`config.mk`:
```
export PLATFORM = sky130hd
export DESIGN_NAME = selective_repeat_arq_window_unit
export DESIGN_NICKNAME = d
export VERILOG_FILES = /design/src/srarq_pkg.sv /design/src/srarq_dpath.sv /design/src/srarq_ctrl.sv /design/src/selective_repeat_arq_window_unit.sv
export VERILOG_INCLUDE_DIRS = /design/src /design/src/src
export SDC_FILE = /design/constraint.sdc
export NUM_CORES = 1
export LEC_CHECK = 0
export BUFFER_PORTS_ARGS = -buffer_cell sky130_fd_sc_hd__buf_2
export CAP_MARGIN = 20
export CORE_MARGIN = 2
export CORE_UTILIZATION = 50
export CTS_CLUSTER_DIAMETER = 200
export DETAILED_ROUTE_END_ITERATION = 16
export PLACE_DENSITY = 0.63
export SYNTH_ARGS = -nofsm -noshare
export SYNTH_HDL_FRONTEND = slang
export SYNTH_HIERARCHICAL = 1
export SYNTH_SLANG_ARGS = --single-unit
export TNS_END_PERCENT = 30
```
`constraint.sdc`:
```
create_clock -name clk -period 13.25 [get_ports clk]
set_input_delay 1.325 -clock clk [delete_from_list [all_inputs] [get_ports clk]]
set_output_delay 1.325 -clock clk [all_outputs]
set_load 0.02 [all_outputs]
```
`src/selective_repeat_arq_window_unit_macros.svh`:
```
// ----------------------------------------------------------------------------
// Selective-repeat ARQ window unit: assertion macros
// Shared assertion forms; each expects clk and rst in scope.
// ----------------------------------------------------------------------------
`ifndef SELECTIVE_REPEAT_ARQ_WINDOW_UNIT_MACROS_SVH
`define SELECTIVE_REPEAT_ARQ_WINDOW_UNIT_MACROS_SVH

// Same-cycle implication, checked outside reset
`define SRARQ_ASSERT_NOW(lbl, ante, cons) \
  lbl: assert property (@(posedge clk) disable iff (rst) (ante) |-> (cons)) \
    else $error("srarq: same-cycle check failed");

// Next-cycle implication, checked outside reset
`define SRARQ_ASSERT_NEXT(lbl, ante, cons) \
  lbl: assert property (@(posedge clk) disable iff (rst) (ante) |=> (cons)) \
    else $error("srarq: next-cycle check failed");

`endif

```
`src/srarq_pkg.sv`:
```
// ----------------------------------------------------------------------------
// srarq_pkg
// Types, codes and control/status bundles of the selective-repeat ARQ window
// unit.
// ----------------------------------------------------------------------------
`default_nettype none

package srarq_pkg;

  // Event codes
  localparam logic [2:0] ACT_PKT_READY  = 3'd0;
  localparam logic [2:0] ACT_PHYS_READY = 3'd1;
  localparam logic [2:0] ACT_FRAME_RX   = 3'd2;
  localparam logic [2:0] ACT_DATA_TMO   = 3'd3;
  localparam logic [2:0] ACT_ACK_TMO    = 3'd4;

  // Received frame kinds
  localparam logic [1:0] KIND_DATA = 2'd0;
  localparam logic [1:0] KIND_ACK  = 2'd1;
  localparam logic [1:0] KIND_NAK  = 2'd2;

  // Link commands
  localparam logic [3:0] CMD_SEND      = 4'd0;
  localparam logic [3:0] CMD_RESEND    = 4'd1;
  localparam logic [3:0] CMD_SEND_ACK  = 4'd2;
  localparam logic [3:0] CMD_SEND_NAK  = 4'd3;
  localparam logic [3:0] CMD_STORE     = 4'd4;
  localparam logic [3:0] CMD_DELIVER   = 4'd5;
  localparam logic [3:0] CMD_STOP_TMR  = 4'd6;
  localparam logic [3:0] CMD_START_ACK = 4'd7;
  localparam logic [3:0] CMD_NONE      = 4'd8;

  // Result queue per item
  localparam int MAX_RESULTS = 10;
  localparam int CNT_W       = 4;

  // Input beat
  typedef struct packed {
    logic [2:0] action;
    logic       frame_ok;
    logic [1:0] frame_kind;
    logic [2:0] frame_seq;
    logic [2:0] ack_num;
    logic [2:0] timeout_seq;
  } req_t;

  // Output beat
  typedef struct packed {
    logic [3:0] command;
    logic [2:0] seq_out;
    logic [2:0] ack_out;
    logic [1:0] slot;
    logic       network_enable;
    logic       last;
  } rsp_t;

  // One queued command, before the per-item flags are attached
  typedef struct packed {
    logic [3:0] command;
    logic [2:0] seq_out;
    logic [2:0] ack_out;
    logic [1:0] slot;
  } entry_t;

  // Datapath operations
  typedef enum logic [3:0] {
    OP_NONE,
    OP_LATCH,
    OP_PKT,
    OP_PHYS,
    OP_BAD_FRAME,
    OP_RX_HEAD,
    OP_STORE,
    OP_DELIVER,
    OP_NAK_RESEND,
    OP_ACK_STEP,
    OP_DATA_TMO,
    OP_ACK_TMO,
    OP_PAD,
    OP_LOAD
  } op_t;

  // Controller states
  typedef enum logic [3:0] {
    S_IDLE,
    S_DECODE,
    S_RX_HEAD,
    S_STORE,
    S_DELIVER,
    S_NAK_RESEND,
    S_ACK,
    S_PAD,
    S_LOAD,
    S_DRAIN
  } state_t;

  typedef struct packed {
    op_t op;
  } dp_cmd_t;

  typedef struct packed {
    logic [2:0] action;
    logic       frame_ok;
    logic [1:0] frame_kind;
    logic       store_ok;
    logic       deliver_more;
    logic       ack_more;
    logic       more;
  } dp_stat_t;

endpackage

`default_nettype wire

```
`src/srarq_dpath.sv`:
```
// ----------------------------------------------------------------------------
// srarq_dpath
// Window registers, arrived bitmap, per-item result queue and output register.
// Executes one operation per cycle as told by the controller.
// ----------------------------------------------------------------------------
`default_nettype none

`include "selective_repeat_arq_window_unit_macros.svh"

module srarq_dpath
  import srarq_pkg::*;
#(
  parameter int SEQ_W = 3
) (
  input  wire      clk,
  input  wire      rst,
  input  req_t     req,
  input  dp_cmd_t  ctl,
  output dp_stat_t stat,
  output rsp_t     rsp
);

  localparam int SB = SEQ_W;
  localparam int NB = 1 << (SEQ_W - 1);
  localparam int SW = SEQ_W - 1;

  // Window state
  logic [SB-1:0] send_lower, send_lower_next;
  logic [SB-1:0] next_to_send, next_to_send_next;
  logic [SB-1:0] buffered_count, buffered_count_next;
  logic [SB-1:0] recv_lower, recv_lower_next;
  logic [SB-1:0] recv_upper, recv_upper_next;
  logic [NB-1:0] slot_arrived, slot_arrived_next;
  logic          nak_allowed, nak_allowed_next;
  logic          phys_ready, phys_ready_next;

  // Captured item
  logic [2:0]    it_action;
  logic          it_ok;
  logic [1:0]    it_kind;
  logic [SB-1:0] it_seq;
  logic [SB-1:0] it_ack;
  logic [SB-1:0] it_tseq;

  // Result queue
  entry_t           queue [MAX_RESULTS];
  logic [CNT_W-1:0] cnt;
  logic [CNT_W-1:0] rd;
  logic             emit_en;
  entry_t           emit_ent;
  rsp_t             out_q;

  logic [SB-1:0] ack_val;
  logic [SB-1:0] nak_t;
  logic          net_en;

  function automatic logic [2:0] to3(input logic [SB-1:0] v);
    logic [SB+2:0] w;
    w = {3'b000, v};
    return w[2:0];
  endfunction

  function automatic logic [1:0] slot2(input logic [SB-1:0] v);
    logic [SW+1:0] w;
    w = {2'b00, v[SW-1:0]};
    return w[1:0];
  endfunction

  function automatic logic [SB-1:0] from3(input logic [2:0] v);
    logic [SB+2:0] w;
    w = {{SB{1'b0}}, v};
    return w[SB-1:0];
  endfunction

  // a <= b < c, circularly
  function automatic logic in_window(input logic [SB-1:0] a, input logic [SB-1:0] b,
                                     input logic [SB-1:0] c);
    return ((a <= b) && (b < c)) || ((c < a) && (a <= b)) || ((b < c) && (c < a));
  endfunction

  assign ack_val = recv_lower + {SB{1'b1}};
  assign nak_t   = it_ack + SB'(1);
  assign net_en  = (buffered_count < SB'(NB)) && phys_ready;

  // Status to controller
  always_comb begin
    stat.action       = it_action;
    stat.frame_ok     = it_ok;
    stat.frame_kind   = it_kind;
    stat.store_ok     = in_window(recv_lower, it_seq, recv_upper) &&
                        !slot_arrived[it_seq[SW-1:0]];
    stat.deliver_more = slot_arrived[recv_lower[SW-1:0]];
    stat.ack_more     = in_window(send_lower, it_ack, next_to_send);
    stat.more         = (rd != cnt);
  end

  // Operation: state update and the command it emits
  always_comb begin
    send_lower_next     = send_lower;
    next_to_send_next   = next_to_send;
    buffered_count_next = buffered_count;
    recv_lower_next     = recv_lower;
    recv_upper_next     = recv_upper;
    slot_arrived_next   = slot_arrived;
    nak_allowed_next    = nak_allowed;
    phys_ready_next     = phys_ready;
    emit_en             = 1'b0;
    emit_ent            = '{command: CMD_NONE, seq_out: 3'd0, ack_out: 3'd0, slot: 2'd0};
    case (ctl.op)
      OP_PKT: begin
        if (buffered_count < SB'(NB)) begin
          buffered_count_next = buffered_count + SB'(1);
          emit_en   = 1'b1;
          emit_ent  = '{command: CMD_SEND, seq_out: to3(next_to_send),
                        ack_out: to3(ack_val), slot: slot2(next_to_send)};
          phys_ready_next   = 1'b0;
          next_to_send_next = next_to_send + SB'(1);
        end
      end
      OP_PHYS: begin
        phys_ready_next = 1'b1;
      end
      OP_BAD_FRAME: begin
        if (nak_allowed) begin
          emit_en  = 1'b1;
          emit_ent = '{command: CMD_SEND_NAK, seq_out: 3'd0, ack_out: to3(ack_val),
                       slot: 2'd0};
          phys_ready_next  = 1'b0;
          nak_allowed_next = 1'b0;
        end
      end
      OP_RX_HEAD: begin
        emit_en = 1'b1;
        if ((it_seq != recv_lower) && nak_allowed) begin
          emit_ent = '{command: CMD_SEND_NAK, seq_out: 3'd0, ack_out: to3(ack_val),
                       slot: 2'd0};
          phys_ready_next  = 1'b0;
          nak_allowed_next = 1'b0;
        end else begin
          emit_ent = '{command: CMD_START_ACK, seq_out: 3'd0, ack_out: 3'd0, slot: 2'd0};
        end
      end
      OP_STORE: begin
        slot_arrived_next[it_seq[SW-1:0]] = 1'b1;
        emit_en  = 1'b1;
        emit_ent = '{command: CMD_STORE, seq_out: 3'd0, ack_out: 3'd0,
                     slot: slot2(it_seq)};
      end
      OP_DELIVER: begin
        emit_en  = 1'b1;
        emit_ent = '{command: CMD_DELIVER, seq_out: 3'd0, ack_out: 3'd0,
                     slot: slot2(recv_lower)};
        nak_allowed_next = 1'b1;
        slot_arrived_next[recv_lower[SW-1:0]] = 1'b0;
        recv_lower_next = recv_lower + SB'(1);
        recv_upper_next = recv_upper + SB'(1);
      end
      OP_NAK_RESEND: begin
        if (in_window(send_lower, nak_t, next_to_send)) begin
          emit_en  = 1'b1;
          emit_ent = '{command: CMD_RESEND, seq_out: to3(nak_t), ack_out: to3(ack_val),
                       slot: slot2(nak_t)};
          phys_ready_next = 1'b0;
        end
      end
      OP_ACK_STEP: begin
        if (buffered_count != '0) begin
          buffered_count_next = buffered_count - SB'(1);
        end
        emit_en  = 1'b1;
        emit_ent = '{command: CMD_STOP_TMR, seq_out: to3(send_lower), ack_out: 3'd0,
                     slot: 2'd0};
        send_lower_next = send_lower + SB'(1);
      end
      OP_DATA_TMO: begin
        emit_en  = 1'b1;
        emit_ent = '{command: CMD_RESEND, seq_out: to3(it_tseq), ack_out: to3(ack_val),
                     slot: slot2(it_tseq)};
        phys_ready_next = 1'b0;
      end
      OP_ACK_TMO: begin
        emit_en  = 1'b1;
        emit_ent = '{command: CMD_SEND_ACK, seq_out: 3'd0, ack_out: to3(ack_val),
                     slot: 2'd0};
        phys_ready_next = 1'b0;
      end
      OP_PAD: begin
        emit_en = (cnt == '0);
      end
      default: begin
      end
    endcase
  end

  // Window registers
  always_ff @(posedge clk) begin
    if (rst) begin
      send_lower     <= '0;
      next_to_send   <= '0;
      buffered_count <= '0;
      recv_lower     <= '0;
      recv_upper     <= SB'(NB);
      slot_arrived   <= '0;
      nak_allowed    <= 1'b1;
      phys_ready     <= 1'b0;
    end else begin
      send_lower     <= send_lower_next;
      next_to_send   <= next_to_send_next;
      buffered_count <= buffered_count_next;
      recv_lower     <= recv_lower_next;
      recv_upper     <= recv_upper_next;
      slot_arrived   <= slot_arrived_next;
      nak_allowed    <= nak_allowed_next;
      phys_ready     <= phys_ready_next;
    end
  end

  // Item capture
  always_ff @(posedge clk) begin
    if (ctl.op == OP_LATCH) begin
      it_action <= req.action;
      it_ok     <= req.frame_ok;
      it_kind   <= req.frame_kind;
      it_seq    <= from3(req.frame_seq);
      it_ack    <= from3(req.ack_num);
      it_tseq   <= from3(req.timeout_seq);
    end
  end

  // Queue pointers; commands past the cap are dropped
  always_ff @(posedge clk) begin
    if (rst) begin
      cnt <= '0;
      rd  <= '0;
    end else if (ctl.op == OP_LATCH) begin
      cnt <= '0;
      rd  <= '0;
    end else begin
      if (emit_en && (cnt < CNT_W'(MAX_RESULTS))) begin
        cnt <= cnt + CNT_W'(1);
      end
      if (ctl.op == OP_LOAD) begin
        rd <= rd + CNT_W'(1);
      end
    end
  end

  // Queue storage
  always_ff @(posedge clk) begin
    if (emit_en && (cnt < CNT_W'(MAX_RESULTS))) begin
      queue[cnt] <= emit_ent;
    end
  end

  // Output register; window state is final once loading starts
  always_ff @(posedge clk) begin
    if (ctl.op == OP_LOAD) begin
      out_q.command        <= queue[rd].command;
      out_q.seq_out        <= queue[rd].seq_out;
      out_q.ack_out        <= queue[rd].ack_out;
      out_q.slot           <= queue[rd].slot;
      out_q.network_enable <= net_en;
      out_q.last           <= ((rd + CNT_W'(1)) == cnt);
    end
  end

  assign rsp = out_q;

  `SRARQ_ASSERT_NOW(a_rx_span, 1'b1, (recv_upper - recv_lower) == SB'(NB))
  `SRARQ_ASSERT_NOW(a_buf_cap, 1'b1, buffered_count <= SB'(NB))
  `SRARQ_ASSERT_NOW(a_load_nonempty, ctl.op == OP_LOAD, rd != cnt)
  `SRARQ_ASSERT_NEXT(a_pad_fills, ctl.op == OP_PAD, cnt != '0)

endmodule

`default_nettype wire

```
`src/srarq_ctrl.sv`:
```
// ----------------------------------------------------------------------------
// srarq_ctrl
// Sequencer: takes one event, steps the datapath through its operations and
// window loops, then drains the queued commands one beat at a time.
// ----------------------------------------------------------------------------
`default_nettype none

`include "selective_repeat_arq_window_unit_macros.svh"

module srarq_ctrl
  import srarq_pkg::*;
(
  input  wire      clk,
  input  wire      rst,
  input  wire      req_valid,
  output logic     req_ready,
  output logic     rsp_valid,
  input  wire      rsp_ready,
  input  dp_stat_t stat,
  output dp_cmd_t  ctl
);

  state_t state, state_next;

  always_ff @(posedge clk) begin
    if (rst) begin
      state <= S_IDLE;
    end else begin
      state <= state_next;
    end
  end

  // Next state
  always_comb begin
    state_next = state;
    case (state)
      S_IDLE: begin
        if (req_valid) state_next = S_DECODE;
      end
      S_DECODE: begin
        if ((stat.action == ACT_FRAME_RX) && stat.frame_ok) begin
          if (stat.frame_kind == KIND_DATA) begin
            state_next = S_RX_HEAD;
          end else if (stat.frame_kind == KIND_NAK) begin
            state_next = S_NAK_RESEND;
          end else begin
            state_next = S_ACK;
          end
        end else begin
          state_next = S_PAD;
        end
      end
      S_RX_HEAD: begin
        state_next = stat.store_ok ? S_STORE : S_ACK;
      end
      S_STORE: begin
        state_next = S_DELIVER;
      end
      S_DELIVER: begin
        if (!stat.deliver_more) state_next = S_ACK;
      end
      S_NAK_RESEND: begin
        state_next = S_ACK;
      end
      S_ACK: begin
        if (!stat.ack_more) state_next = S_PAD;
      end
      S_PAD: begin
        state_next = S_LOAD;
      end
      S_LOAD: begin
        state_next = S_DRAIN;
      end
      S_DRAIN: begin
        if (rsp_ready && !stat.more) state_next = S_IDLE;
      end
      default: begin
        state_next = S_IDLE;
      end
    endcase
  end

  // Outputs
  always_comb begin
    ctl.op    = OP_NONE;
    req_ready = 1'b0;
    rsp_valid = 1'b0;
    case (state)
      S_IDLE: begin
        req_ready = 1'b1;
        if (req_valid) ctl.op = OP_LATCH;
      end
      S_DECODE: begin
        case (stat.action)
          ACT_PKT_READY:  ctl.op = OP_PKT;
          ACT_PHYS_READY: ctl.op = OP_PHYS;
          ACT_FRAME_RX:   ctl.op = stat.frame_ok ? OP_NONE : OP_BAD_FRAME;
          ACT_DATA_TMO:   ctl.op = OP_DATA_TMO;
          ACT_ACK_TMO:    ctl.op = OP_ACK_TMO;
          default:        ctl.op = OP_NONE;
        endcase
      end
      S_RX_HEAD: begin
        ctl.op = OP_RX_HEAD;
      end
      S_STORE: begin
        ctl.op = OP_STORE;
      end
      S_DELIVER: begin
        if (stat.deliver_more) ctl.op = OP_DELIVER;
      end
      S_NAK_RESEND: begin
        ctl.op = OP_NAK_RESEND;
      end
      S_ACK: begin
        if (stat.ack_more) ctl.op = OP_ACK_STEP;
      end
      S_PAD: begin
        ctl.op = OP_PAD;
      end
      S_LOAD: begin
        ctl.op = OP_LOAD;
      end
      S_DRAIN: begin
        rsp_valid = 1'b1;
        if (rsp_ready && stat.more) ctl.op = OP_LOAD;
      end
      default: begin
      end
    endcase
  end

  `SRARQ_ASSERT_NOW(a_one_side, req_ready, !rsp_valid)
  `SRARQ_ASSERT_NEXT(a_last_beat, rsp_valid && rsp_ready && !stat.more, req_ready)
  `SRARQ_ASSERT_NEXT(a_accept_decode, req_valid && req_ready, state == S_DECODE)

endmodule

`default_nettype wire

```
`src/selective_repeat_arq_window_unit.sv`:
```
// Path: an accepted event passes decode, then pad and load before its first
//   beat; a good frame first runs the ack loop, a NAK frame after its resend
//   state, a data frame after its head state and, if stored, store and deliver.
// Throughput: one command beat per cycle while taken; the next event is taken
//   the cycle after the last beat.
// Reset: windows and flags return to their initial values at once (no sweep).
// ----------------------------------------------------------------------------
// selective_repeat_arq_window_unit
// Selective-repeat ARQ window control: one link event in, a burst of ordered
// link commands out.
// ----------------------------------------------------------------------------
`default_nettype none

module selective_repeat_arq_window_unit
  import srarq_pkg::*;
#(
  parameter int SEQ_W = 3
) (
  input  wire  clk,
  input  wire  rst,
  input  wire  req_valid,
  output logic req_ready,
  input  req_t req,
  output logic rsp_valid,
  input  wire  rsp_ready,
  output rsp_t rsp
);

  dp_cmd_t  ctl;
  dp_stat_t stat;

  // Sequencer
  srarq_ctrl u_ctrl (
    .clk       (clk),
    .rst       (rst),
    .req_valid (req_valid),
    .req_ready (req_ready),
    .rsp_valid (rsp_valid),
    .rsp_ready (rsp_ready),
    .stat      (stat),
    .ctl       (ctl)
  );

  // Window state and command queue
  srarq_dpath #(
    .SEQ_W (SEQ_W)
  ) u_dpath (
    .clk  (clk),
    .rst  (rst),
    .req  (req),
    .ctl  (ctl),
    .stat (stat),
    .rsp  (rsp)
  );

endmodule

`default_nettype wire
```
==> report_table.html, run 1 <==
<table>
<tr><th>Metric</th><th>Value</th></tr>
<tr><th colspan="2">Synthesis</th></tr>
<tr><td>Largest family of logic cells by synthesized area</td><td>compound AO/OA/AOI/OAI gates</td></tr>
<tr><td>Biggest area consumer among synthesized cells</td><td>sky130_fd_sc_hd__edfxtp_1</td></tr>
<tr><td>Area of the mapped netlist</td><td>roughly 8500 um^2</td></tr>
<tr><td>Yosys top cell area share</td><td>0.5281</td></tr>
<tr><td>Post-synth net total</td><td>between 600 and 700</td></tr>
<tr><td>Flip-flop cell with the highest count after synthesis</td><td>sky130_fd_sc_hd__edfxtp_1</td></tr>
<tr><td>Parity-gate share of the synthesized area counting xor and xnor cells</td><td>0.02171</td></tr>
<tr><td>Most instantiated cells after synthesis</td><td>149 x sky130_fd_sc_hd__edfxtp_1, 45 x sky130_fd_sc_hd__nor2_1, 42 x sky130_fd_sc_hd__nand2_1</td></tr>
<tr><td>Multiplexer share of the synthesized area</td><td>0.08934</td></tr>
<tr><td>Count of state elements after synthesis</td><td>approximately 180</td></tr>
<tr><td>Cell count after synthesis</td><td>625</td></tr>
<tr><td>Fraction of the mapped netlist area in compound gates</td><td>0.09746</td></tr>
<tr><td>Adder-cell area share of the yosys netlist</td><td>0.05818</td></tr>
<tr><td>Share of synthesized registers carrying an async set or reset</td><td>0</td></tr>
<tr><td>Synth warn</td><td>6</td></tr>
<tr><td>Synthesized area per cell</td><td>around 14 um^2</td></tr>
<tr><td>Distinct cells, synth</td><td>about 70</td></tr>
<tr><td>Most area-consuming cells after synthesis</td><td>sky130_fd_sc_hd__edfxtp_1 53%, sky130_fd_sc_hd__dfxtp_1 7.8%, sky130_fd_sc_hd__mux4_2 6.9%, sky130_fd_sc_hd__ha_1 5.5%, sky130_fd_sc_hd__a21oi_1 2.4%</td></tr>
<tr><td>Most frequently used cell type in the post-synthesis netlist</td><td>sky130_fd_sc_hd__edfxtp_1</td></tr>
<tr><td>Simple-Gate Fraction of Synth Area</td><td>0.09584</td></tr>
<tr><td>Number of flops mapped to enable cells by yosys</td><td>149</td></tr>
<tr><td>Part of the Yosys area used for sequential elements</td><td>0.6060</td></tr>
<tr><th colspan="2">Setup path</th></tr>
<tr><td>Largest stage delay on the critical path</td><td>between 0.9 and 1 ns</td></tr>
<tr><td>Most numerous cell on the critical path</td><td>sky130_fd_sc_hd__a31oi_1</td></tr>
<tr><td>Reg-to-reg setup timing slack</td><td>around 8.0 ns</td></tr>
<tr><td>Crit start category</td><td>flip-flop</td></tr>
<tr><td>Cell with the largest stage delay on the worst path</td><td>sky130_fd_sc_hd__dfxtp_1</td></tr>
<tr><td>Crit Path Max Fanout</td><td>27</td></tr>
<tr><td>Critical Setup Path Class</td><td>flip-flop to flip-flop</td></tr>
<tr><td>Arr. time, crit path</td><td>5.32 ns</td></tr>
<tr><td>Cell-by-cell listing of the critical path</td><td>xnor2_1, nand4_1, nand2_1, a211oi_1, a31oi_1, o211ai_1, ha_1, nor2b_1, and2_2, o311ai_4, a31oi_1, nand3b_1, nor2_1</td></tr>
<tr><td>CP Capture Type</td><td>flip-flop</td></tr>
<tr><td>Required time reported for the critical path endpoint</td><td>approximately 13 ns</td></tr>
<tr><th colspan="2">Clock network</th></tr>
<tr><td>Clock root buffer master</td><td>sky130_fd_sc_hd__clkbuf_16</td></tr>
<tr><td>Buffers from clock root to sink, at most</td><td>2</td></tr>
<tr><td>Count of H-tree levels built during CTS</td><td>4</td></tr>
<tr><td>Clock tree from TritonCTS</td><td>built</td></tr>
<tr><td>Clock transition time at the flip-flop clock pins of the worst setup and hold paths</td><td>roughly 0.06 ns</td></tr>
<tr><td>Number of buffers inserted by hold repair at cts</td><td>0</td></tr>
<tr><td>Post-CTS resize count</td><td>0</td></tr>
<tr><td>CTS Buf Count</td><td>17</td></tr>
<tr><td>Sink count of the clock tree</td><td>182</td></tr>
<tr><td>Number of setup buffers added after CTS</td><td>0</td></tr>
<tr><td>Clock insertion delay at the later pin of the skew report</td><td>approximately 0.42 ns</td></tr>
<tr><th colspan="2">Global route</th></tr>
<tr><td>Overflow after GRT</td><td>0</td></tr>
<tr><td>Vias in the first global route</td><td>approximately 5000</td></tr>
<tr><td>Pin count of the biggest net entering global routing</td><td>about 40</td></tr>
<tr><td>Initial antenna violation count</td><td>0</td></tr>
<tr><td>Tot GR Track Use</td><td>0.1850</td></tr>
<tr><td>First-pass GRT wire length</td><td>between 20000 and 30000 um</td></tr>
<tr><th colspan="2">Floorplan</th></tr>
<tr><td>Starting density of the core</td><td>0.5109</td></tr>
<tr><td>Number of primary I/O pins</td><td>35</td></tr>
<tr><td>Die span in y</td><td>134.2 um</td></tr>
<tr><td>Area of the core</td><td>~17000 um^2</td></tr>
<tr><td>Area of the die</td><td>18000 um^2</td></tr>
<tr><td>Number of rows in the core area</td><td>47</td></tr>
<tr><td>Horizontal extent of the die</td><td>between 100 and 150 um</td></tr>
<tr><th colspan="2">Route</th></tr>
<tr><td>Number of DRC markers in iteration 0</td><td>401</td></tr>
<tr><td># DRC</td><td>0</td></tr>
<tr><td>Number of nets still failing antenna checks after routing</td><td>0</td></tr>
<tr><td>Total length of routed wires</td><td>about 16000 um</td></tr>
<tr><td>Number of optimization iterations in the first detailed-route pass</td><td>5</td></tr>
<tr><td>Routed len/inst</td><td>17.95 um</td></tr>
<tr><td>Post-DR vias/cell</td><td>between 5 and 6</td></tr>
<tr><td>Detailed-route via count</td><td>around 5000</td></tr>
<tr><th colspan="2">Place</th></tr>
<tr><td>Final weighted congestion in routability-driven placement</td><td>approximately 0.85</td></tr>
<tr><td>Port Buf Inserts</td><td>34</td></tr>
<tr><td>Worst-case setup slack after placement</td><td>approximately 8 ns</td></tr>
<tr><td>Detailed-placement wirelength estimate</td><td>11070 um</td></tr>
<tr><th colspan="2">STA</th></tr>
<tr><td>Total Neg Setup Slack</td><td>0 ns</td></tr>
<tr><td>Final Hold Vio Count</td><td>0</td></tr>
<tr><td>Clock tree skew after final layout</td><td>0.01175 ns</td></tr>
<tr><td>Relative slew margins</td><td>0.2903</td></tr>
<tr><td>Number of setup violations in the final report</td><td>0</td></tr>
<tr><td>Slew of the pin with the lowest slew margin</td><td>roughly 1.1 ns</td></tr>
<tr><td>Final number of max-transition violations</td><td>0</td></tr>
<tr><td>RSZ-0062 raised after global routing</td><td>no</td></tr>
<tr><td>Fmax</td><td>around 190 MHz</td></tr>
<tr><td>Setup slack after layout</td><td>7.966 ns</td></tr>
<tr><td>Time the final worst path needs with I/O delays and setup</td><td>between 5 and 6 ns</td></tr>
<tr><td>WHS</td><td>between 0.5 and 0.6 ns</td></tr>
<tr><td>Final worst path period share</td><td>0.3988</td></tr>
<tr><th colspan="2">Job</th></tr>
<tr><td>MaxCap Viol Count</td><td>0</td></tr>
<tr><th colspan="2">Power and ir drop</th></tr>
<tr><td>Power density relative to cell area</td><td>197.1 nW/um^2</td></tr>
<tr><td>Post-layout total power</td><td>about 0.0018 W</td></tr>
<tr><td>Sequential power share</td><td>0.438</td></tr>
<tr><td>Static Leakage</td><td>between 3 and 4 nW</td></tr>
<tr><td>P_int</td><td>between 0.001 and 0.0015 W</td></tr>
<tr><td>Worst supply voltage drop on vdd</td><td>between 0.0001 and 0.00015 V</td></tr>
<tr><td>Switching power</td><td>about 0.0006 W</td></tr>
<tr><td>Sw Ratio</td><td>0.3347</td></tr>
<tr><td>Clock power share</td><td>0.250</td></tr>
<tr><td>Combinational share of power</td><td>0.312</td></tr>
<tr><th colspan="2">Cells and area</th></tr>
<tr><td>Number of diodes added for antenna fixing</td><td>0</td></tr>
<tr><td>Number of inserted filler cells in the final layout</td><td>roughly 1400</td></tr>
<tr><td>Relative area change from synthesis to final layout</td><td>10.63%</td></tr>
<tr><td>Post-layout nets</td><td>712</td></tr>
<tr><td>Fraction of final layout cells sized beyond drive strength 1</td><td>0.1739</td></tr>
<tr><th colspan="2">Hold path</th></tr>
<tr><td>Class of the tightest hold or removal check</td><td>flip-flop to flip-flop</td></tr>
<tr><th colspan="2">Outcome</th></tr>
<tr><td>Outcome</td><td>completed</td></tr>
</table>
cell families after synthesis:
family | count (synthesis)
AO/OA/AOI/OAI | 119
multiplexers | 43
XOR/XNOR | 21
AND/OR/NAND/NOR | 158
buffers and inverters | 63
adder cells (fa/ha/maj) | 39
flip-flops | 182
cells in the final DEF (no fill, tap or decap), types with 7 or more instances in the layout:
| cell | synthesis | layout |
|---|---|---|
| sky130_fd_sc_hd__o21ai_0 | 12 | 12 |
| sky130_fd_sc_hd__buf_2 | 15 | 34 |
| sky130_fd_sc_hd__inv_1 | 31 | 31 |
| sky130_fd_sc_hd__a31oi_1 | 7 | 7 |
| sky130_fd_sc_hd__nand2_1 | 42 | 42 |
| sky130_fd_sc_hd__xnor2_1 | 16 | 16 |
| sky130_fd_sc_hd__edfxtp_1 | 149 | 149 |
| sky130_fd_sc_hd__nor2b_1 | 22 | 22 |
| sky130_fd_sc_hd__nand2b_1 | 8 | 8 |
| sky130_fd_sc_hd__ha_1 | 37 | 37 |
| sky130_fd_sc_hd__buf_4 | 1 | 8 |
| sky130_fd_sc_hd__a21oi_1 | 41 | 41 |
| sky130_fd_sc_hd__nor2_1 | 45 | 45 |
| sky130_fd_sc_hd__clkbuf_16 | 0 | 17 |
| sky130_fd_sc_hd__dfxtp_1 | 33 | 32 |
| sky130_fd_sc_hd__mux2i_1 | 16 | 16 |
| sky130_fd_sc_hd__mux4_2 | 26 | 26 |
| sky130_fd_sc_hd__nor3_1 | 9 | 9 |
| sky130_fd_sc_hd__a211oi_1 | 16 | 16 |
routing by layer:
metal	up-vias	part of all wire	GRT usage
li1	2412	-	-
met1	2485	0.46	0.2465
met2	99	0.49	0.3039
met3	19	0.036	0.03741
met4	0	0.016	0.06667
met5	-	0	0
registers in the layout, indices dropped and copies added, names as in the netlist:
signal	count
u_ctrl/state	4
u_dpath/buffered_count	3
u_dpath/cnt	4
u_dpath/it_ack	3
u_dpath/it_action	3
u_dpath/it_kind	2
u_dpath/it_ok	1
u_dpath/it_seq	3
u_dpath/it_tseq	3
u_dpath/nak_allowed	1
u_dpath/next_to_send	3
u_dpath/phys_ready	1
u_dpath/queue	120
u_dpath/rd	4
u_dpath/recv_lower	3
u_dpath/recv_upper	3
u_dpath/rsp	14
u_dpath/send_lower	3
u_dpath/slot_arrived	4
metrics by stage:
step / std cells / area [um^2] / utilization
3_3_place_gp: 855 / 8826 / 0.5322
2_1_floorplan: 625 / 8473 / -
4_1_cts: 886 / 9366 / 0.5648
6_report: 887 / 9374 / 0.5653
5_1_grt: 887 / 9374 / 0.5653
3_5_place_dp: 855 / 8826 / 0.5322
layout make-up:
class | count | area [um^2] | share of cell area
repair buffers | 42 | 230.2 | 0.02456
clock buffers | 20 | 436.7 | 0.04658
multi-input cells | 380 | 3072 | 0.3277
well taps | 220 | 275.3 | 0.02936
flip-flops and latches | 182 | 5136 | 0.5479
inverters | 32 | 120.1 | 0.01281
clock inverters | 11 | 103.9 | 0.01108
critical path, delay by kind of cell, from the launching register on:
kind,cells,cell delay [ns]
adders and majority gates,1,0.35
xor gates and xnor gates,1,0.23
and+or+nand+nor,6,1.86
AOI/OAI and AO/OA,5,1.50
DFF,1,0.96
final timing paths:
| kind | end | from | cells past startpoint |
|---|---|---|---|
| worst max-delay path | u_dpath/queue[5][2] | u_dpath/rd[3] | 13 |
| worst min-delay path | u_dpath/slot_arrived[2] | u_dpath/slot_arrived[2] | 2 |
| worst max register to register | u_dpath/queue[5][2] | u_dpath/rd[3] | 13 |
| worst min register to register | u_dpath/slot_arrived[2] | u_dpath/slot_arrived[2] | 2 |
power groups by stage:
| stage | clock network (W) | logic (W) | registers [W] |
|---|---|---|---|
| floorplan | 0 | 0.000448 | 0.000799 |
| global placement | 0 | 0.000561 | 0.000817 |
| detailed placement | 0 | 0.000579 | 0.000821 |
| CTS | 0.000473 | 0.000581 | 0.000809 |
| global route | 0.000495 | 0.000646 | 0.000820 |
| finish | 0.000461 | 0.000577 | 0.000809 |
(Power assumes the default switching activity.)
==> inputs of run 2 (changes only) <==
Settings changed: PLACE_DENSITY 0.63 to 0.65.
Clock period 13.25 ns to 4.65 ns, I/O delays scaled along.
==> report_table.html, run 2 (synthesis gave the netlist of run 1 again) <==
<table>
<tr><th>Metric</th><th>Value</th></tr>
<tr><th colspan="2">Floorplan</th></tr>
<tr><td>Number of primary I/O pins</td><td>35 (unchanged)</td></tr>
<tr><td>Starting density of the core</td><td>0.5109 (unchanged)</td></tr>
<tr><td>Area of the core</td><td>16580 um^2 (unchanged)</td></tr>
<tr><td>Horizontal extent of the die</td><td>134.2 um (unchanged)</td></tr>
<tr><td>Area of the die</td><td>18000 um^2 (unchanged)</td></tr>
<tr><td>Die span in y</td><td>134.2 um (unchanged)</td></tr>
<tr><td>Number of rows in the core area</td><td>47 (unchanged)</td></tr>
<tr><th colspan="2">Setup path</th></tr>
<tr><td>Crit start category</td><td>flip-flop</td></tr>
<tr><td>CP Capture Type</td><td>flip-flop</td></tr>
<tr><td>Arr. time, crit path</td><td>4.24 ns (-1.08 ns)</td></tr>
<tr><td>Crit Path Max Fanout</td><td>10 (-63%)</td></tr>
<tr><td>Critical Setup Path Class</td><td>flip-flop to flip-flop</td></tr>
<tr><td>Required time reported for the critical path endpoint</td><td>4.75 ns (-8.54 ns)</td></tr>
<tr><th colspan="2">STA</th></tr>
<tr><td>Final worst path period share</td><td>0.8904 (+0.4915)</td></tr>
<tr><td>Final Hold Vio Count</td><td>0 (unchanged)</td></tr>
<tr><td>Number of setup violations in the final report</td><td>0 (unchanged)</td></tr>
<tr><td>Clock tree skew after final layout</td><td>0.01021 ns (-0.001543 ns)</td></tr>
<tr><td>Setup slack after layout</td><td>0.5099 ns (-7.456 ns)</td></tr>
<tr><td>Relative slew margins</td><td>0.3662 (+0.07589)</td></tr>
<tr><td>Fmax</td><td>241.5 MHz (+28%)</td></tr>
<tr><td>Slew of the pin with the lowest slew margin</td><td>0.9507 ns (-0.1138 ns)</td></tr>
<tr><td>RSZ-0062 raised after global routing</td><td>no</td></tr>
<tr><td>Total Neg Setup Slack</td><td>0 ns (unchanged)</td></tr>
<tr><td>Time the final worst path needs with I/O delays and setup</td><td>4.140 ns (-1.144 ns)</td></tr>
<tr><td>Final number of max-transition violations</td><td>0 (unchanged)</td></tr>
<tr><td>WHS</td><td>0.1974 ns (-0.3268 ns)</td></tr>
<tr><th colspan="2">Place</th></tr>
<tr><td>Worst-case setup slack after placement</td><td>0.5995 ns (-7.215 ns)</td></tr>
<tr><td>Detailed-placement wirelength estimate</td><td>11350 um (+2.5%)</td></tr>
<tr><td>Port Buf Inserts</td><td>34 (unchanged)</td></tr>
<tr><td>Final weighted congestion in routability-driven placement</td><td>0.8848 (+4.7%)</td></tr>
<tr><th colspan="2">Clock network</th></tr>
<tr><td>Number of buffers inserted by hold repair at cts</td><td>0 (unchanged)</td></tr>
<tr><td>Clock tree from TritonCTS</td><td>built</td></tr>
<tr><td>Clock root buffer master</td><td>sky130_fd_sc_hd__clkbuf_16</td></tr>
<tr><td>Clock insertion delay at the later pin of the skew report</td><td>0.44 ns (+0.02 ns)</td></tr>
<tr><td>Number of setup buffers added after CTS</td><td>0 (unchanged)</td></tr>
<tr><td>Sink count of the clock tree</td><td>182 (unchanged)</td></tr>
<tr><td>Post-CTS resize count</td><td>0 (unchanged)</td></tr>
<tr><td>Count of H-tree levels built during CTS</td><td>4 (unchanged)</td></tr>
<tr><td>Buffers from clock root to sink, at most</td><td>2 (unchanged)</td></tr>
<tr><td>CTS Buf Count</td><td>17 (unchanged)</td></tr>
<tr><td>Clock transition time at the flip-flop clock pins of the worst setup and hold paths</td><td>0.07 ns (about the same)</td></tr>
<tr><th colspan="2">Route</th></tr>
<tr><td>Total length of routed wires</td><td>16460 um (+3.3%)</td></tr>
<tr><td>Number of nets still failing antenna checks after routing</td><td>0 (unchanged)</td></tr>
<tr><td>Met3 wire length</td><td>511 um (-11%)</td></tr>
<tr><td>Post-DR vias/cell</td><td>5.611 (-0.77%)</td></tr>
<tr><td>Number of optimization iterations in the first detailed-route pass</td><td>5 (unchanged)</td></tr>
<tr><td>Detailed-route via count</td><td>5072 (+1.1%)</td></tr>
<tr><td>Detailed route wirelength on metal2</td><td>8239 um (+5.8%)</td></tr>
<tr><td>Number of DRC markers in iteration 0</td><td>301 (-25%)</td></tr>
<tr><td>Routed length on met1</td><td>7307 um (about the same)</td></tr>
<tr><td># DRC</td><td>0 (unchanged)</td></tr>
<tr><td>Routed len/inst</td><td>18.20 um (+1.4%)</td></tr>
<tr><td>Top layer reached by signal wires</td><td>met4</td></tr>
<tr><th colspan="2">Cells and area</th></tr>
<tr><td>Fraction of final layout cells sized beyond drive strength 1</td><td>0.1988 (+0.02492)</td></tr>
<tr><td>Area taken by multi-input logic gates</td><td>3072 um^2 (unchanged)</td></tr>
<tr><td>Register with the most flip-flops</td><td>u_dpath/queue</td></tr>
<tr><td>Number of inserted filler cells in the final layout</td><td>1316 (-4.2%)</td></tr>
<tr><td>Most common library cell in the layout ignoring fill and taps</td><td>sky130_fd_sc_hd__edfxtp_1</td></tr>
<tr><td>Number of diodes added for antenna fixing</td><td>0 (unchanged)</td></tr>
<tr><td>Relative area change from synthesis to final layout</td><td>12.83%</td></tr>
<tr><td>Final Util</td><td>0.5765 (+0.01124)</td></tr>
<tr><td>Flip-flop count of the largest register after layout</td><td>120 (unchanged)</td></tr>
<tr><td>Commonest non-fill, non-tap cells in the layout</td><td>149 x sky130_fd_sc_hd__edfxtp_1, 45 x sky130_fd_sc_hd__nor2_1, 42 x sky130_fd_sc_hd__nand2_1, 41 x sky130_fd_sc_hd__a21oi_1, 37 x sky130_fd_sc_hd__ha_1</td></tr>
<tr><td>Post-layout nets</td><td>728 (+2.2%)</td></tr>
<tr><td>Area occupied by registers</td><td>5136 um^2 (unchanged)</td></tr>
<tr><th colspan="2">Job</th></tr>
<tr><td>MaxCap Viol Count</td><td>0 (unchanged)</td></tr>
<tr><th colspan="2">Power and ir drop</th></tr>
<tr><td>Worst supply voltage drop on vdd</td><td>0.0003842 V (+190%)</td></tr>
<tr><td>Power density relative to cell area</td><td>565.5 nW/um^2 (+190%)</td></tr>
<tr><td>Sw Ratio</td><td>0.3409 (+0.006230)</td></tr>
<tr><td>Post-layout total power</td><td>0.005406 W (+190%)</td></tr>
<tr><td>P_int</td><td>0.003563 W (+190%)</td></tr>
<tr><td>Static Leakage</td><td>3.396 nW (+3.8%)</td></tr>
<tr><td>Sequential power share</td><td>0.427 (-0.011)</td></tr>
<tr><td>Combinational share of power</td><td>0.306 (-0.006)</td></tr>
<tr><td>Switching power</td><td>0.001843 W (+200%)</td></tr>
<tr><td>Clock power share</td><td>0.267 (+0.017)</td></tr>
<tr><th colspan="2">Global route</th></tr>
<tr><td>Initial antenna violation count</td><td>0 (unchanged)</td></tr>
<tr><td>Pin count of the biggest net entering global routing</td><td>40 (-2.4%)</td></tr>
<tr><td>First-pass GRT wire length</td><td>26980 um (+4.8%)</td></tr>
<tr><td>Overflow after GRT</td><td>0 (unchanged)</td></tr>
<tr><td>Tot GR Track Use</td><td>0.1970 (+0.01194)</td></tr>
<tr><td>Vias in the first global route</td><td>5191 (+5.7%)</td></tr>
<tr><th colspan="2">Outcome</th></tr>
<tr><td>Outcome</td><td>completed</td></tr>
<tr><th colspan="2">Hold path</th></tr>
<tr><td>Class of the tightest hold or removal check</td><td>input pin to flip-flop</td></tr>
</table>
==> run 2: routing by layer <==
metal  GRT usage  up-vias
met3     0.04308       26
met4     0.08187        0
met2      0.3268      102
met1      0.2525     2500
li1            -     2444
met5           0        -
==> run 2: final cells by class <==
type / instances / share of cell area
flip-flops and latches: 182 / 0.5372
multi-input cells: 380 / 0.3213
clock buffers: 17 / 0.04450
repair buffers: 58 / 0.03664
well taps: 220 / 0.02879
clock inverters: 15 / 0.01898
inverters: 32 / 0.01256
==> run 2: worst max-delay path, stage by stage (launching register included) <==
cell                       delay (ns)
sky130_fd_sc_hd__dfxtp_1         0.40
sky130_fd_sc_hd__inv_1           0.10
sky130_fd_sc_hd__ha_1            0.35
sky130_fd_sc_hd__a21o_1          0.20
sky130_fd_sc_hd__a31oi_4         0.24
sky130_fd_sc_hd__maj3_1          0.25
sky130_fd_sc_hd__a31oi_1         0.11
sky130_fd_sc_hd__o211ai_1        0.15
sky130_fd_sc_hd__ha_1            0.35
sky130_fd_sc_hd__nor2b_1         0.30
sky130_fd_sc_hd__and2_2          0.24
sky130_fd_sc_hd__o211ai_1        0.14
sky130_fd_sc_hd__nand2_2         0.15
sky130_fd_sc_hd__nand2_1         0.07
sky130_fd_sc_hd__a21oi_1         0.76
==> run 2: per-stage QoR <==
step                      cells  area [um^2]
after global routing        904         9560
final                       904         9560
after CTS                   904         9560
after global placement      872         8954
after floorplan             625         8473
after detailed placement    872         8954
==> run 2: path summary, 6_finish.rpt <==
check	slack [ns]	depth (start not counted)	to	from
worst max-delay path	0.51	14	u_dpath/queue[6][7]	u_dpath/send_lower[2]
worst min-delay path	0.20	1	u_dpath/it_kind[0]	req[9]
worst max register to register	0.51	14	u_dpath/queue[6][7]	u_dpath/send_lower[2]
worst min register to register	0.52	2	u_dpath/buffered_count[1]	u_dpath/buffered_count[1]
==> run 2: power groups by stage <==
stage               clock network, W  registers, W  logic, W
floorplan                          0       0.00228   0.00128
finish                       0.00145       0.00231   0.00165
CTS                          0.00148       0.00231   0.00166
detailed placement                 0       0.00234   0.00165
global placement                   0       0.00233   0.00161
global route                 0.00154       0.00233   0.00183
==> inputs of run 3 (changes only) <==
Settings changed: PLACE_DENSITY 0.65 to 0.79.
==> report_table.html, run 3 (synthesis gave the netlist of run 1 again) <==
<table>
<tr><th>Metric</th><th>Value</th></tr>
<tr><th colspan="2">Cells and area</th></tr>
<tr><td>Post-layout nets</td><td>723 (-0.69%)</td></tr>
<tr><td>Area occupied by registers</td><td>5136 um^2 (unchanged)</td></tr>
<tr><td>Post-layout instance count excluding filler cells</td><td>899 (-0.55%)</td></tr>
<tr><td>Number of inserted filler cells in the final layout</td><td>1297 (-1.4%)</td></tr>
<tr><td>Flip-flop count of the largest register after layout</td><td>120 (unchanged)</td></tr>
<tr><td>Fraction of final layout cells sized beyond drive strength 1</td><td>0.1915 (-0.007372)</td></tr>
<tr><td>Final Util</td><td>0.5745 (-0.002037)</td></tr>
<tr><td>Commonest non-fill, non-tap cells in the layout</td><td>149 x sky130_fd_sc_hd__edfxtp_1, 45 x sky130_fd_sc_hd__nor2_1, 42 x sky130_fd_sc_hd__nand2_1, 41 x sky130_fd_sc_hd__a21oi_1, 37 x sky130_fd_sc_hd__ha_1</td></tr>
<tr><td>Relative area change from synthesis to final layout</td><td>12.43%</td></tr>
<tr><td>Most common library cell in the layout ignoring fill and taps</td><td>sky130_fd_sc_hd__edfxtp_1</td></tr>
<tr><td>Area taken by multi-input logic gates</td><td>3072 um^2 (unchanged)</td></tr>
<tr><td>Number of diodes added for antenna fixing</td><td>0 (unchanged)</td></tr>
<tr><td>Register with the most flip-flops</td><td>u_dpath/queue</td></tr>
<tr><th colspan="2">Global route</th></tr>
<tr><td>Pin count of the biggest net entering global routing</td><td>40 (unchanged)</td></tr>
<tr><td>Met2 track utilization from global routing</td><td>0.3384 (+0.01162)</td></tr>
<tr><td>Met1 capacity usage during global routing</td><td>0.2445 (-0.007990)</td></tr>
<tr><td>First-pass GRT wire length</td><td>26970 um (about the same)</td></tr>
<tr><td>Tot GR Track Use</td><td>0.1959 (-0.001051)</td></tr>
<tr><td>Overflow after GRT</td><td>0 (unchanged)</td></tr>
<tr><td>Vias in the first global route</td><td>5280 (+1.7%)</td></tr>
<tr><td>Most crowded layer after global routing</td><td>met2</td></tr>
<tr><td>Met3 track demand over resource in global routing</td><td>0.04837 (+0.005291)</td></tr>
<tr><td>Initial antenna violation count</td><td>0 (unchanged)</td></tr>
<tr><th colspan="2">Setup path</th></tr>
<tr><td>Cell-by-cell listing of the critical path</td><td>xnor2_1, nand4_1, nand2_1, a211oi_1, a31oi_1, o21ai_0, inv_1, ha_1, nor2b_1, and2_2, o211ai_1, nand2_2, a222oi_1, a31oi_1</td></tr>
<tr><td>Most numerous cell on the critical path</td><td>sky130_fd_sc_hd__a31oi_1</td></tr>
<tr><td>Required time reported for the critical path endpoint</td><td>4.72 ns (-0.03 ns)</td></tr>
<tr><td>Largest stage delay on the critical path</td><td>0.67 ns (-0.09 ns)</td></tr>
<tr><td>Arr. time, crit path</td><td>4.16 ns (-0.08 ns)</td></tr>
<tr><td>Kind of cell adding the most delay to the critical path</td><td>compound AO/OA/AOI/OAI gates</td></tr>
<tr><td>Cell with the largest stage delay on the worst path</td><td>sky130_fd_sc_hd__dfxtp_1</td></tr>
<tr><td>Buffers and inverters on the worst path</td><td>1 (unchanged)</td></tr>
<tr><td>CP Capture Type</td><td>flip-flop</td></tr>
<tr><td>Crit start category</td><td>flip-flop</td></tr>
<tr><td>Crit Path Max Fanout</td><td>13 (+3)</td></tr>
<tr><td>Critical Setup Path Class</td><td>flip-flop to flip-flop</td></tr>
<tr><th colspan="2">STA</th></tr>
<tr><td>Relative slew margins</td><td>0.3703 (+0.004048)</td></tr>
<tr><td>Final worst path period share</td><td>0.8808 (-0.009554)</td></tr>
<tr><td>Time the final worst path needs with I/O delays and setup</td><td>4.096 ns (-0.04443 ns)</td></tr>
<tr><td>Final number of max-transition violations</td><td>0 (unchanged)</td></tr>
<tr><td>Fmax</td><td>244.2 MHz (+1.1%)</td></tr>
<tr><td>Slew of the pin with the lowest slew margin</td><td>0.9446 ns (-0.006073 ns)</td></tr>
<tr><td>Number of setup violations in the final report</td><td>0 (unchanged)</td></tr>
<tr><td>Total Neg Setup Slack</td><td>0 ns (unchanged)</td></tr>
<tr><td>Final Hold Vio Count</td><td>0 (unchanged)</td></tr>
<tr><td>Setup slack after layout</td><td>0.5543 ns (+0.04443 ns)</td></tr>
<tr><td>Clock tree skew after final layout</td><td>0.009409 ns (-0.0007983 ns)</td></tr>
<tr><td>RSZ-0062 raised after global routing</td><td>no</td></tr>
<tr><th colspan="2">Power and ir drop</th></tr>
<tr><td>Power density relative to cell area</td><td>571.5 nW/um^2 (+1.1%)</td></tr>
<tr><td>Worst supply voltage drop on vdd</td><td>0.0003837 V (-0.12%)</td></tr>
<tr><td>Static Leakage</td><td>3.374 nW (-0.64%)</td></tr>
<tr><th colspan="2">Floorplan</th></tr>
<tr><td>Number of rows in the core area</td><td>47 (unchanged)</td></tr>
<tr><td>Area of the die</td><td>18000 um^2 (unchanged)</td></tr>
<tr><td>Number of primary I/O pins</td><td>35 (unchanged)</td></tr>
<tr><td>Horizontal extent of the die</td><td>134.2 um (unchanged)</td></tr>
<tr><td>Starting density of the core</td><td>0.5109 (unchanged)</td></tr>
<tr><td>Area of the core</td><td>16580 um^2 (unchanged)</td></tr>
<tr><td>Die span in y</td><td>134.2 um (unchanged)</td></tr>
<tr><th colspan="2">Clock network</th></tr>
<tr><td>CTS Buf Count</td><td>17 (unchanged)</td></tr>
<tr><td>Clock root buffer master</td><td>sky130_fd_sc_hd__clkbuf_16</td></tr>
<tr><td>Number of setup buffers added after CTS</td><td>0 (unchanged)</td></tr>
<tr><td>Sink count of the clock tree</td><td>182 (unchanged)</td></tr>
<tr><td>Number of buffers inserted by hold repair at cts</td><td>0 (unchanged)</td></tr>
<tr><td>Post-CTS resize count</td><td>0 (unchanged)</td></tr>
<tr><td>Clock tree from TritonCTS</td><td>built</td></tr>
<tr><td>Count of H-tree levels built during CTS</td><td>4 (unchanged)</td></tr>
<tr><td>Clock insertion delay at the later pin of the skew report</td><td>0.43 ns (about the same)</td></tr>
<tr><td>Clock transition time at the flip-flop clock pins of the worst setup and hold paths</td><td>0.07 ns (about the same)</td></tr>
<tr><td>Buffers from clock root to sink, at most</td><td>2 (unchanged)</td></tr>
<tr><th colspan="2">Job</th></tr>
<tr><td>MaxCap Viol Count</td><td>0 (unchanged)</td></tr>
<tr><th colspan="2">Place</th></tr>
<tr><td>Total instance count after detailed placement</td><td>867 (-0.57%)</td></tr>
<tr><td>Worst-case setup slack after placement</td><td>0.6814 ns (+0.08191 ns)</td></tr>
<tr><td>Detailed-placement wirelength estimate</td><td>11170 um (-1.6%)</td></tr>
<tr><td>Final weighted congestion in routability-driven placement</td><td>0.8928 (+0.90%)</td></tr>
<tr><td>Port Buf Inserts</td><td>34 (unchanged)</td></tr>
<tr><th colspan="2">Route</th></tr>
<tr><td>Routed len/inst</td><td>18.76 um (+3.1%)</td></tr>
<tr><td>Total length of routed wires</td><td>16870 um (+2.5%)</td></tr>
<tr><td>Number of DRC markers in iteration 0</td><td>527 (+75%)</td></tr>
<tr><td>Detailed-route via count</td><td>5224 (+3.0%)</td></tr>
<tr><td># DRC</td><td>0 (unchanged)</td></tr>
<tr><td>Number of nets still failing antenna checks after routing</td><td>0 (unchanged)</td></tr>
<tr><td>Number of optimization iterations in the first detailed-route pass</td><td>5 (unchanged)</td></tr>
<tr><td>Post-DR vias/cell</td><td>5.811 (+3.6%)</td></tr>
<tr><th colspan="2">Hold path</th></tr>
<tr><td>Class of the tightest hold or removal check</td><td>input pin to flip-flop</td></tr>
<tr><th colspan="2">Outcome</th></tr>
<tr><td>Outcome</td><td>completed</td></tr>
</table>
run 3: power by group:
part	internal [W]	total (W)	switching (W)
Sequential	0.00215	0.00231	0.000166
Clock	0.000822	0.00144	0.000618
Combinational	0.000643	0.00169	0.00105
run 3: per-layer routing:
| metal | wire length (um) | vias up |
|---|---|---|
| li1 | - | 2431 |
| met1 | 7078 | 2626 |
| met3 | 716 | 25 |
| met2 | 8787 | 142 |
| met4 | 284 | 0 |
| met5 | 0 | - |
run 3: layout make-up:
type / instances / area share
sequential: 182 / 0.5391
multi-input combinational: 380 / 0.3224
clock buffer: 24 / 0.05608
timing repair buffer: 53 / 0.03283
tap: 220 / 0.02889
inverter: 32 / 0.01261
clock inverter: 8 / 0.008012
run 3: path summary, 6_finish.rpt:
check | to | cells after the start | slack [ns] | from
worst min register to register | u_dpath/buffered_count[1] | 2 | 0.53 | u_dpath/buffered_count[1]
worst min-delay path | u_dpath/it_seq[1] | 1 | 0.21 | req[7]
worst max-delay path | u_dpath/queue[0][0] | 14 | 0.55 | u_dpath/cnt[2]
worst max register to register | u_dpath/queue[0][0] | 14 | 0.55 | u_dpath/cnt[2]
run 3: through the flow:
| stage | area, um^2 | power (W) | hold slack, ns |
|---|---|---|---|
| 4_1_cts | 9527 | 0.005455 | 0.1912 |
| 6_report | 9527 | 0.005444 | 0.2075 |
| 3_3_place_gp | 8916 | 0.003917 | 0.4867 |
| 2_1_floorplan | 8473 | 0.003553 | 0.4671 |
| 5_1_grt | 9527 | 0.005732 | 0.1865 |
| 3_5_place_dp | 8916 | 0.004009 | 0.5050 |
run 3: worst reg2reg max path: stages, from the launching register on:
cell	delay, ns
sky130_fd_sc_hd__dfxtp_1	0.67
sky130_fd_sc_hd__xnor2_1	0.19
sky130_fd_sc_hd__nand4_1	0.16
sky130_fd_sc_hd__nand2_1	0.07
sky130_fd_sc_hd__a211oi_1	0.40
sky130_fd_sc_hd__a31oi_1	0.09
sky130_fd_sc_hd__o21ai_0	0.18
sky130_fd_sc_hd__inv_1	0.14
sky130_fd_sc_hd__ha_1	0.30
sky130_fd_sc_hd__nor2b_1	0.19
sky130_fd_sc_hd__and2_2	0.23
sky130_fd_sc_hd__o211ai_1	0.15
sky130_fd_sc_hd__nand2_2	0.13
sky130_fd_sc_hd__a222oi_1	0.47
sky130_fd_sc_hd__a31oi_1	0.37
